File: src/hw/rtl/bwsc_if.sv
interface bwsc_in_if #(
    parameter int ELEMENT_BITS = 16
);
    logic                    valid;
    logic                    ready;
    logic [ELEMENT_BITS-1:0] element;
    logic                    first;

    modport source (output valid, output element, output first, input ready);
    modport sink   (input valid, input element, input first, output ready);
endinterface


File: src/hw/rtl/bwsc_queue.sv
module bwsc_queue (
    input  logic      clk,
    input  logic      rst_n,
    bwsc_in_if.sink   up,
    bwsc_in_if.source down
);

    localparam int EW = $bits(up.element);

    logic [EW-1:0] elem_reg [2];
    logic          first_reg [2];
    logic          wr_ptr_reg, wr_ptr_next;
    logic          rd_ptr_reg, rd_ptr_next;
    logic [1:0]    cnt_reg, cnt_next;
    logic          push, pop;

    assign up.ready     = (cnt_reg != 2'd2);
    assign down.valid   = (cnt_reg != 2'd0);
    assign down.element = elem_reg[rd_ptr_reg];
    assign down.first   = first_reg[rd_ptr_reg];

    assign push = up.valid && up.ready;
    assign pop  = down.valid && down.ready;

    always_comb
    begin
        wr_ptr_next = push ? ~wr_ptr_reg : wr_ptr_reg;
        rd_ptr_next = pop ? ~rd_ptr_reg : rd_ptr_reg;
        cnt_next    = cnt_reg;
        if (push && !pop)
        begin
            cnt_next = cnt_reg + 2'd1;
        end
        else if (pop && !push)
        begin
            cnt_next = cnt_reg - 2'd1;
        end
    end

    always_ff @(posedge clk or negedge rst_n)
    begin
        if (!rst_n)
        begin
            wr_ptr_reg <= 1'b0;
            rd_ptr_reg <= 1'b0;
            cnt_reg    <= 2'd0;
        end
        else
        begin
            wr_ptr_reg <= wr_ptr_next;
            rd_ptr_reg <= rd_ptr_next;
            cnt_reg    <= cnt_next;
        end
    end

    always_ff @(posedge clk)
    begin
        if (push)
        begin
            elem_reg[wr_ptr_reg]  <= up.element;
            first_reg[wr_ptr_reg] <= up.first;
        end
    end

endmodule

File: src/flat_wrapper.sv
// flat-port wrapper written by rule: the top's interface ports become plain ports
module bwsc_queue_flat 
  (clk, rst_n, up_valid, up_element, up_first, up_ready, down_valid, down_element, down_first, down_ready);
  bwsc_in_if up_i ();
  bwsc_in_if down_i ();
  input  logic clk;
  input  logic rst_n;
  input wire logic [$bits(up_i.valid)-1:0] up_valid;
  input wire logic [$bits(up_i.element)-1:0] up_element;
  input wire logic [$bits(up_i.first)-1:0] up_first;
  output wire logic [$bits(up_i.ready)-1:0] up_ready;
  output wire logic [$bits(down_i.valid)-1:0] down_valid;
  output wire logic [$bits(down_i.element)-1:0] down_element;
  output wire logic [$bits(down_i.first)-1:0] down_first;
  input wire logic [$bits(down_i.ready)-1:0] down_ready;
  assign up_i.valid = up_valid;
  assign up_i.element = up_element;
  assign up_i.first = up_first;
  assign up_ready = up_i.ready;
  assign down_valid = down_i.valid;
  assign down_element = down_i.element;
  assign down_first = down_i.first;
  assign down_i.ready = down_ready;
  bwsc_queue u_core (.clk(clk), .rst_n(rst_n), .up(up_i), .down(down_i));
endmodule
File: config.mk
export PLATFORM = sky130hd
export DESIGN_NAME = bwsc_queue_flat
export DESIGN_NICKNAME = d
export VERILOG_FILES = /design/src/hw/rtl/bwsc_if.sv /design/src/hw/rtl/bwsc_queue.sv /design/src/flat_wrapper.sv
export SDC_FILE = /design/constraint.sdc
export NUM_CORES = 1
export LEC_CHECK = 0
export ABC_AREA = 1
export BUFFER_PORTS_ARGS = -buffer_cell sky130_fd_sc_hd__buf_2
export CELL_PAD_IN_SITES_DETAIL_PLACEMENT = 1
export CELL_PAD_IN_SITES_GLOBAL_PLACEMENT = 1
export CORE_UTILIZATION = 38
export CTS_BUF_LIST = sky130_fd_sc_hd__clkbuf_8
export DETAILED_ROUTE_END_ITERATION = 12
export PLACE_DENSITY = 0.86
export SETUP_SLACK_MARGIN = 0.3
export SLEW_MARGIN = 5
export SYNTH_ARGS = -nofsm -noshare
export SYNTH_HDL_FRONTEND = slang
export SYNTH_SLANG_ARGS = --single-unit
File: constraint.sdc
create_clock -name clk -period 1.6 [get_ports clk]
set_input_delay 0.4 -clock clk [delete_from_list [all_inputs] [get_ports clk]]
set_output_delay 0.4 -clock clk [all_outputs]
set_load 0.01 [all_outputs]
Word-level counts from Yosys, hierarchy flattened

Memories as Yosys holds them, arrays and structs flattened.
Index checks and enable logic that the tools add are counted.

Equal/unequal tests: 1
Mux-type cells: 4
Reduce and logical (&&, ||, !) cells: 8
Add/subtract/negate cells: 2
Bitwise operators: 2

Operators by type and width:

| cell                                             | count |
|---|---|
| logical AND 1 bit                                | 4 |
| two-way mux 2 bit                                | 2 |
| nonzero test 2 bit                               | 2 |
| adder 2 x 1 -> 2 bit, second input constant      | 1 |
| zero test 1 bit                                  | 2 |
| two-way mux 1 bit                                | 2 |
| inequality test 2 bit, second input constant     | 1 |
| inverter 1 bit                                   | 2 |
| subtractor 2 x 1 -> 2 bit, second input constant | 1 |

Memory bits (writable): 34
Output and inout bits: 19
Bits in registers: 4
Memories: 2

Memory list:

| name             | depth | bits a word | read ports | clocked after Yosys merged registers in | wr ports | line             | source |
|---|---|---|---|---|---|---|---|
| u_core.elem_reg  | 2     | 16          | 1          | 0                                       | 1        | bwsc_queue.sv:10 | `logic [EW-1:0] elem_reg [2];` |
| u_core.first_reg | 2     | 1           | 1          | 0                                       | 1        | bwsc_queue.sv:11 | `logic first_reg [2];` |

Logic depth before layout (Yosys ltp)

Gate-level depths: netlist (run 1).

Depth in word-level cells: 6
Gate-level depth with buffers: 10
Depth with buffers taken out: 10

Least setup slack after synthesis (run 1)

No wires, ideal clock.

Path kind: reg2reg
From: register u_core.cnt_reg[0]
To: memory u_core.elem_reg[0][0] (netlist name) (enable)
Arrival time: 1.325 ns
Path buffers: 0
Period minus slack after synthesis: 1.716 ns
Library setup time: 0.390 ns
Path slack: -0.116 ns
Cell stages (with the launch flop): 5
Cells stage by stage: dfrtp_1 -> inv_2 -> nand2_4 -> nand2_4 -> nor2_1

Word-level cells in the longest chain between the ends: 4

RTL lines:

| element                                 | line               | source |
|---|---|---|
| start, declared                         | bwsc_queue.sv:14   | `logic [1:0] cnt_reg, cnt_next;` |
| start signal, assigned                  | bwsc_queue.sv:52   | `cnt_reg <= cnt_next;` |
| inequality test 2 bit                   | bwsc_queue.sv:17   | `assign up.ready = (cnt_reg != 2'd2);` |
| named net up_ready                      | flat_wrapper.sv:11 | `output wire logic [$bits(up_i.ready)-1:0] up_ready;` |
| logical AND 1 bit                       | bwsc_queue.sv:22   | `assign push = up.valid && up.ready;` |
| two-way mux 1 bit                       | bwsc_queue.sv:58   | `if (push)` |
| two-way mux 1 bit (not written as such) | bwsc_queue.sv:60   | `elem_reg[wr_ptr_reg] <= up.element;` |
| end, declared                           | bwsc_queue.sv:10   |  |

The timed path passes the listed nets, and every way through them passes these cells.

Worst setup path after layout (run 1)

From: register u_core.rd_ptr_reg
To: output port down_element[2]

Word-level cells in the longest chain between the ends: 1

RTL lines:

| element                  | line               | source |
|---|---|---|
| start, declared          | bwsc_queue.sv:13   | `logic rd_ptr_reg, rd_ptr_next;` |
| start signal, assigned   | bwsc_queue.sv:51   | `rd_ptr_reg <= rd_ptr_next;` |
| memory read (2 x 16 bit) | -                  |  |
| end, declared            | flat_wrapper.sv:13 | `output wire logic [$bits(down_i.element)-1:0] down_element;` |

No other way between the ends.

==> impl_metrics.yaml, run 1 <==
run_status:
  status: "finished, final reports clean"
clocking:
  cts_made_buffers: 5
  cts_sinks: 38
  clkSlewWorstSetupHoldPaths_ns: 0.07
  clock_tree.htree_level_count: 2
  cts_tree: "built"
  cts_buffer_depth: 2
  clock_latency_ns: 0.28
  ctsRootBufferMaster: "clkbuf_8"
setup_path:
  cpMaxStageDelayCell: "dfrtp_2"
  critPathMaxFanout: 10
  r2r_end: "u_core.cnt_reg[1]"
  end_kind: "output port"
  critPathLaunchType: "flop"
  ff2ff_path_depth: 9
  crit_arrival_ns: 1.17
  critical_path_class: "flop to output port"
  rrSetupSlack_ns: 0.28
  reg2reg_from: "u_core.cnt_reg[0]"
  critical-path-max-stage-delay_ns: 0.46
  path_buf_inv: 2
  cp_top_family: "flip-flops"
  cpMostUsedCell: "nand2_1"
  path_cells: "buf_6, nand2_1, nand2_1, buf_2"
  cp.required_ns: 1.20
place:
  routabilityCongestion: 0.636
  dp_hpwl_mm: 2.12
  post-place-cells: 206
  pre_cts_ws_ns: 0.0475
  io_buffers: 39
grt:
  grt_pass1_vias: 1089
  grt_usage_pct: 15.9
  grt_max_degree: 19
  antenna_found_initial: 0
  grt_pass1_wl_mm: 4.79
  overflow: 0
logic_synthesis:
  synthTopCellsByArea: "edfxtp_1 67%, nand2_1 13%, dfrtp_1 6.6%, nand2_2 2.5%, nand2_4 1.5%"
  ys_ff_latch: 38
  ys_types: 17
  yosysSeqAreaShare_pct: 73.7
  yosysTopAreaCell: "edfxtp_1"
  ys_warn_count: 0
  syn_area_sq_um: 1520
  synth_top_area_share_pct: 67.2
  syn_avg_cell_area_sq_um: 13.0
  synthArstFlopShare_pct: 10.5
  syn_inst: 117
  synth-edff-count: 34
  synth_flop_cell: "edfxtp_1"
  synthesis.nets: 139
drt:
  drc_errors: 0
  wire_per_inst_um: 13.2
  routed-via-count: 1023
  ant_nets: 0
  drtIter0Drc: 27
  firstDrtPassIters: 4
  routed_via_density: 4.59
  wirelength_mm: 2.95
sta:
  hold_violations: 0
  rsz0062_at_grt: "true"
  worst_slew_pin_slew_ns: 0.184
  hold_slack_ns: 0.304
  fin_skew_ns: 0.00402
  finalSetupViolations: 0
  slew_headroom_pct: 87.7
  finalCriticalPeriod_ns: 1.57
  fmax_mhz: 636
  fin_ws_ns: 0.0286
  min_period_over_period_pct: 98.2
  final-max-slew-violation-count: 0
pwr:
  p_leak_nw: 0.905
  switching_share_pct: 35.5
  p_clk_share_pct: 16.1
  ir_drop_uv: 778
  p_seq_share_pct: 40.5
  intPower_mw: 2.37
  power_frac_comb_pct: 43.4
  p_switching_mw: 1.31
  p_per_area_nw_per_um2: 1830
final_layout:
  postLayoutCoreUtil_pct: 53.7
  fillers: 425
  layout.nets: 196
  drive_gt1_share_pct: 45.1
  antennaDiodeCount: 0
  largest_register_ffs: 32
  area_delta_synth_final_pct: 32.3
  final_cells: 223
hold_path:
  min_path_type: "input port to flop"
  worstHoldStart: "up_element[2]"
  hold_depth: 1
  holdPathEnd: "u_core.elem_reg[0][2]"
die:
  coreArea_sq_um: 3740
  num_io_pins: 40
  die_h_um: 65.3
  die_w_um: 65.3
  placementRows: 22
  start_util_pct: 40.6
  dieArea_sq_um: 4260
flow_run:
  maxCapViolations: 0
cell usage in the layout (no fill, tap or decap):
cell type / synthesis / final
buf_2: 0 / 36
buf_4: 0 / 7
buf_6: 1 / 8
buf_8: 0 / 1
clkbuf_8: 1 / 5
clkinv_1: 0 / 1
dfrtp_1: 4 / 3
dfrtp_2: 0 / 1
dlygate4sd3_1: 0 / 1
edfxtp_1: 34 / 34
ha_4: 0 / 1
inv_1: 4 / 4
inv_2: 2 / 3
inv_4: 0 / 1
inv_8: 1 / 1
nand2_1: 53 / 51
nand2_2: 6 / 7
nand2_4: 2 / 3
nand3_1: 2 / 1
nand3_2: 0 / 1
nand4_1: 1 / 1
nor2_2: 0 / 1
nor2_4: 0 / 1
xnor2_2: 0 / 1
xor2_2: 1 / 1
power by group through the flow:
| stage | clock (mW) | sequential [mW] | combinational [mW] |
|---|---|---|---|
| after global placement | 0 | 1.51 | 1.18 |
| final | 0.592 | 1.49 | 1.60 |
| after floorplan | 0 | 1.46 | 0.889 |
| after detailed placement | 0 | 1.53 | 1.25 |
| after CTS | 0.617 | 1.48 | 1.45 |
| after global routing | 0.655 | 1.51 | 1.77 |
final cells by class:
class	instances	area [sq um]	share of cell area (%)
clock inverters	3	11.3	0.560
multi-input cells	69	365	18.2
repair buffers	53	348	17.3
well taps	48	60.1	2.99
flip-flops and latches	38	1120	55.8
clock buffers	5	68.8	3.42
inverters	7	36.3	1.80
repair_timing:
action | 4_1_cts | 5_1_grt
gates resized for setup | 5 | 16
endpoints found under the setup margin | 21 | 21
hold buffers | 1 | 0
buffers inserted | 5 | 3
pin swaps | 1 | 5
endpoints found under the hold margin | 4 | 0
layer usage:
metal | track usage (%) | vias to the layer above | part of all wire (%)
met2 | 29.1 | 32 | 54
met5 | 0 | - | 0
li1 | - | 493 | -
met1 | 16.8 | 492 | 40
met3 | 4.69 | 6 | 4.4
met4 | 6.52 | 0 | 1.7
cell usage after synthesis (2+ instances only):
library cell,instances
nand3_1,2
nor2_1,2
nand2_2,6
inv_2,2
edfxtp_1,34
nand2_4,2
inv_1,4
dfrtp_1,4
nand2_1,53
stage by stage:
stage               TNS (ns)  instance area, sq um  power [mW]
finish                     0                  2010        3.68
global route          -0.124                  2010        3.94
detailed placement         0                  1770        2.78
global placement           0                  1770        2.69
CTS                        0                  1930        3.54
floorplan                  0                  1530        2.35
kinds of logic after synthesis:
logic type | after synthesis | synth area share, %
and+or+nand+nor | 66 | 18.6
DFF | 38 | 73.7
buffers and inverters | 10 | 5.18
xor gates and xnor gates | 2 | 1.65
adders and majority gates | 1 | 0.823
worst max path at each step:
stage                                 start               endpoint  slack [ns]  cells after the start
after floorplan           u_core.cnt_reg[0]  u_core.elem_reg[0][0]        0.16                      4
after global placement    u_core.rd_ptr_reg        down_element[3]        0.12                      4
after detailed placement  u_core.rd_ptr_reg        down_element[2]        0.05                      4
after CTS                 u_core.rd_ptr_reg        down_element[2]        0.01                      4
after global routing      u_core.rd_ptr_reg        down_element[1]       -0.03                      4
final                     u_core.rd_ptr_reg        down_element[2]        0.03                      4
(Power assumes the default switching activity.)
==> inputs of run 2 (changes only) <==
ABC_CLOCK_PERIOD_IN_PS = 1500   (was unset)
CORE_UTILIZATION = 42   (was 38)
PLACE_DENSITY = 0.9   (was 0.86)
clock period = 1.5 ns   (was 1.6 ns; I/O delays follow)
==> impl_metrics.yaml, run 2 (synthesis gave the netlist of run 1 again) <==
final_layout:
  area_delta_synth_final_pct: 37.2
  antennaDiodeCount: 0
  drive_gt1_share_pct: 52.2
  fillers: 368
  largest_register_ffs: 32
  layout.nets: 200
  final_common_cell: "nand2_1"
  final_cell_mix: "43 x nand2_1, 37 x buf_2, 34 x edfxtp_1, 15 x nand2_2, 9 x buf_4"
grt:
  use_met2_pct: 38.7
  busiest_layer: "met2"
  overflow: 0
  grt_pass1_wl_mm: 5.48
  grt_max_degree: 19
  met1_usage_pct: 19.6
  grt_usage_pct: 20.0
  grt_pass1_vias: 1137
  grt_util_met3_pct: 5.33
  antenna_found_initial: 0
sta:
  finalCriticalPeriod_ns: 1.58
  finalSetupViolations: 17
  finalSetupTns_ns: -0.960
  min_period_over_period_pct: 105
  fmax_mhz: 632
  slew_headroom_pct: 87.3
  fin_ws_ns: -0.0824
  final-max-slew-violation-count: 0
  fin_skew_ns: 0.00894
  rsz0062_at_grt: "true"
  hold_violations: 0
  worst_slew_pin_slew_ns: 0.190
  hold_slack_ns: 0.271
clocking:
  ctsRootBufferMaster: "clkbuf_8"
  clock_latency_ns: 0.29
  clkSlewWorstSetupHoldPaths_ns: 0.07
  cts_tree: "built"
  cts_sinks: 38
  clock_tree.htree_level_count: 2
  cts_buffer_depth: 2
  cts_made_buffers: 5
place:
  routabilityCongestion: 0.684
  dp_hpwl_mm: 2.29
  io_buffers: 39
setup_path:
  critPathLaunchType: "flop"
  path_cells: "buf_4, nand2_1, nand2_1, buf_2"
  critical-path-max-stage-delay_ns: 0.48
  path_buf_inv: 2
  cp.required_ns: 1.12
  cpMostUsedCell: "nand2_1"
  crit_arrival_ns: 1.21
  cpMaxStageDelayCell: "dfrtp_2"
  critical_path_class: "flop to output port"
  critPathMaxFanout: 5
  cp_top_family: "flip-flops"
  end_kind: "output port"
pwr:
  p_leak_nw: 0.932
  p_per_area_nw_per_um2: 1990
  ir_drop_uv: 1010
die:
  dieArea_sq_um: 3860
  placementRows: 21
  die_w_um: 62.2
  die_h_um: 62.2
  num_io_pins: 40
  start_util_pct: 44.9
  coreArea_sq_um: 3390
hold_path:
  min_path_type: "input port to flop"
drt:
  wirelength_mm: 3.46
  routed_via_density: 4.71
  drtIter0Drc: 18
  routed-via-count: 1055
  wire_per_inst_um: 15.4
  drc_errors: 0
  firstDrtPassIters: 2
  ant_nets: 0
run_status:
  status: "finished, violations left"
  violations: "setup timing"
flow_run:
  maxCapViolations: 0
[run 2: worst paths after layout]
| check | from | endpoint | slack, ns | cells after the start |
|---|---|---|---|---|
| worst max-delay path | u_core.rd_ptr_reg | down_element[15] | -0.08 | 4 |
| worst min-delay path | up_element[3] | u_core.elem_reg[0][3] | 0.27 | 1 |
| worst max register to register | u_core.cnt_reg[0] | u_core.cnt_reg[1] | 0.18 | 8 |
| worst min register to register | u_core.cnt_reg[1] | u_core.cnt_reg[1] | 0.59 | 2 |
| max in group asynchronous | rst_n | u_core.cnt_reg[1] | 0.94 | 2 |
| min in group asynchronous | rst_n | u_core.wr_ptr_reg | 0.42 | 2 |
[run 2: power breakdown]
part	internal, mW	switching (mW)	leakage [nW]
Clock	0.306	0.325	0.0466
Sequential	1.47	0.151	0.362
Combinational	0.870	1.03	0.523
[run 2: layer usage]
layer	up-vias	wire length, um
met5	-	0
met4	0	80
met3	8	140
met2	32	1950
met1	513	1290
li1	502	-
[run 2: cell type report]
type	instances	area, sq um	share of cell area (%)
inverter	7	36.3	1.74
clock buffer	5	68.8	3.30
sequential	38	1120	53.9
clock inverter	2	7.51	0.360
timing repair buffer	57	393	18.8
multi-input combinational	69	399	19.1
tap	46	57.6	2.76
[run 2: timing repair]
action,in CTS,in global routing
setup endpoints to repair,55,55
gates resized for setup,24,7
hold endpoints to repair,4,0
pin swaps,6,4
cloned,2,0
setup buffers,6,3
hold buffers,1,0
[run 2: stage by stage]
stage / std cells / setup slack [ns] / power (mW) / area (sq um) / utilization [%]
floorplan: 117 / 0.247 / 2.56 / 1550 / -
detailed placement: 205 / 0.102 / 3.05 / 1800 / 53.1
global placement: 205 / 0.160 / 2.93 / 1800 / 53.1
global route: 224 / -0.147 / 4.41 / 2090 / 61.5
CTS: 221 / -0.0584 / 4.07 / 2050 / 60.6
finish: 224 / -0.0824 / 4.15 / 2090 / 61.5
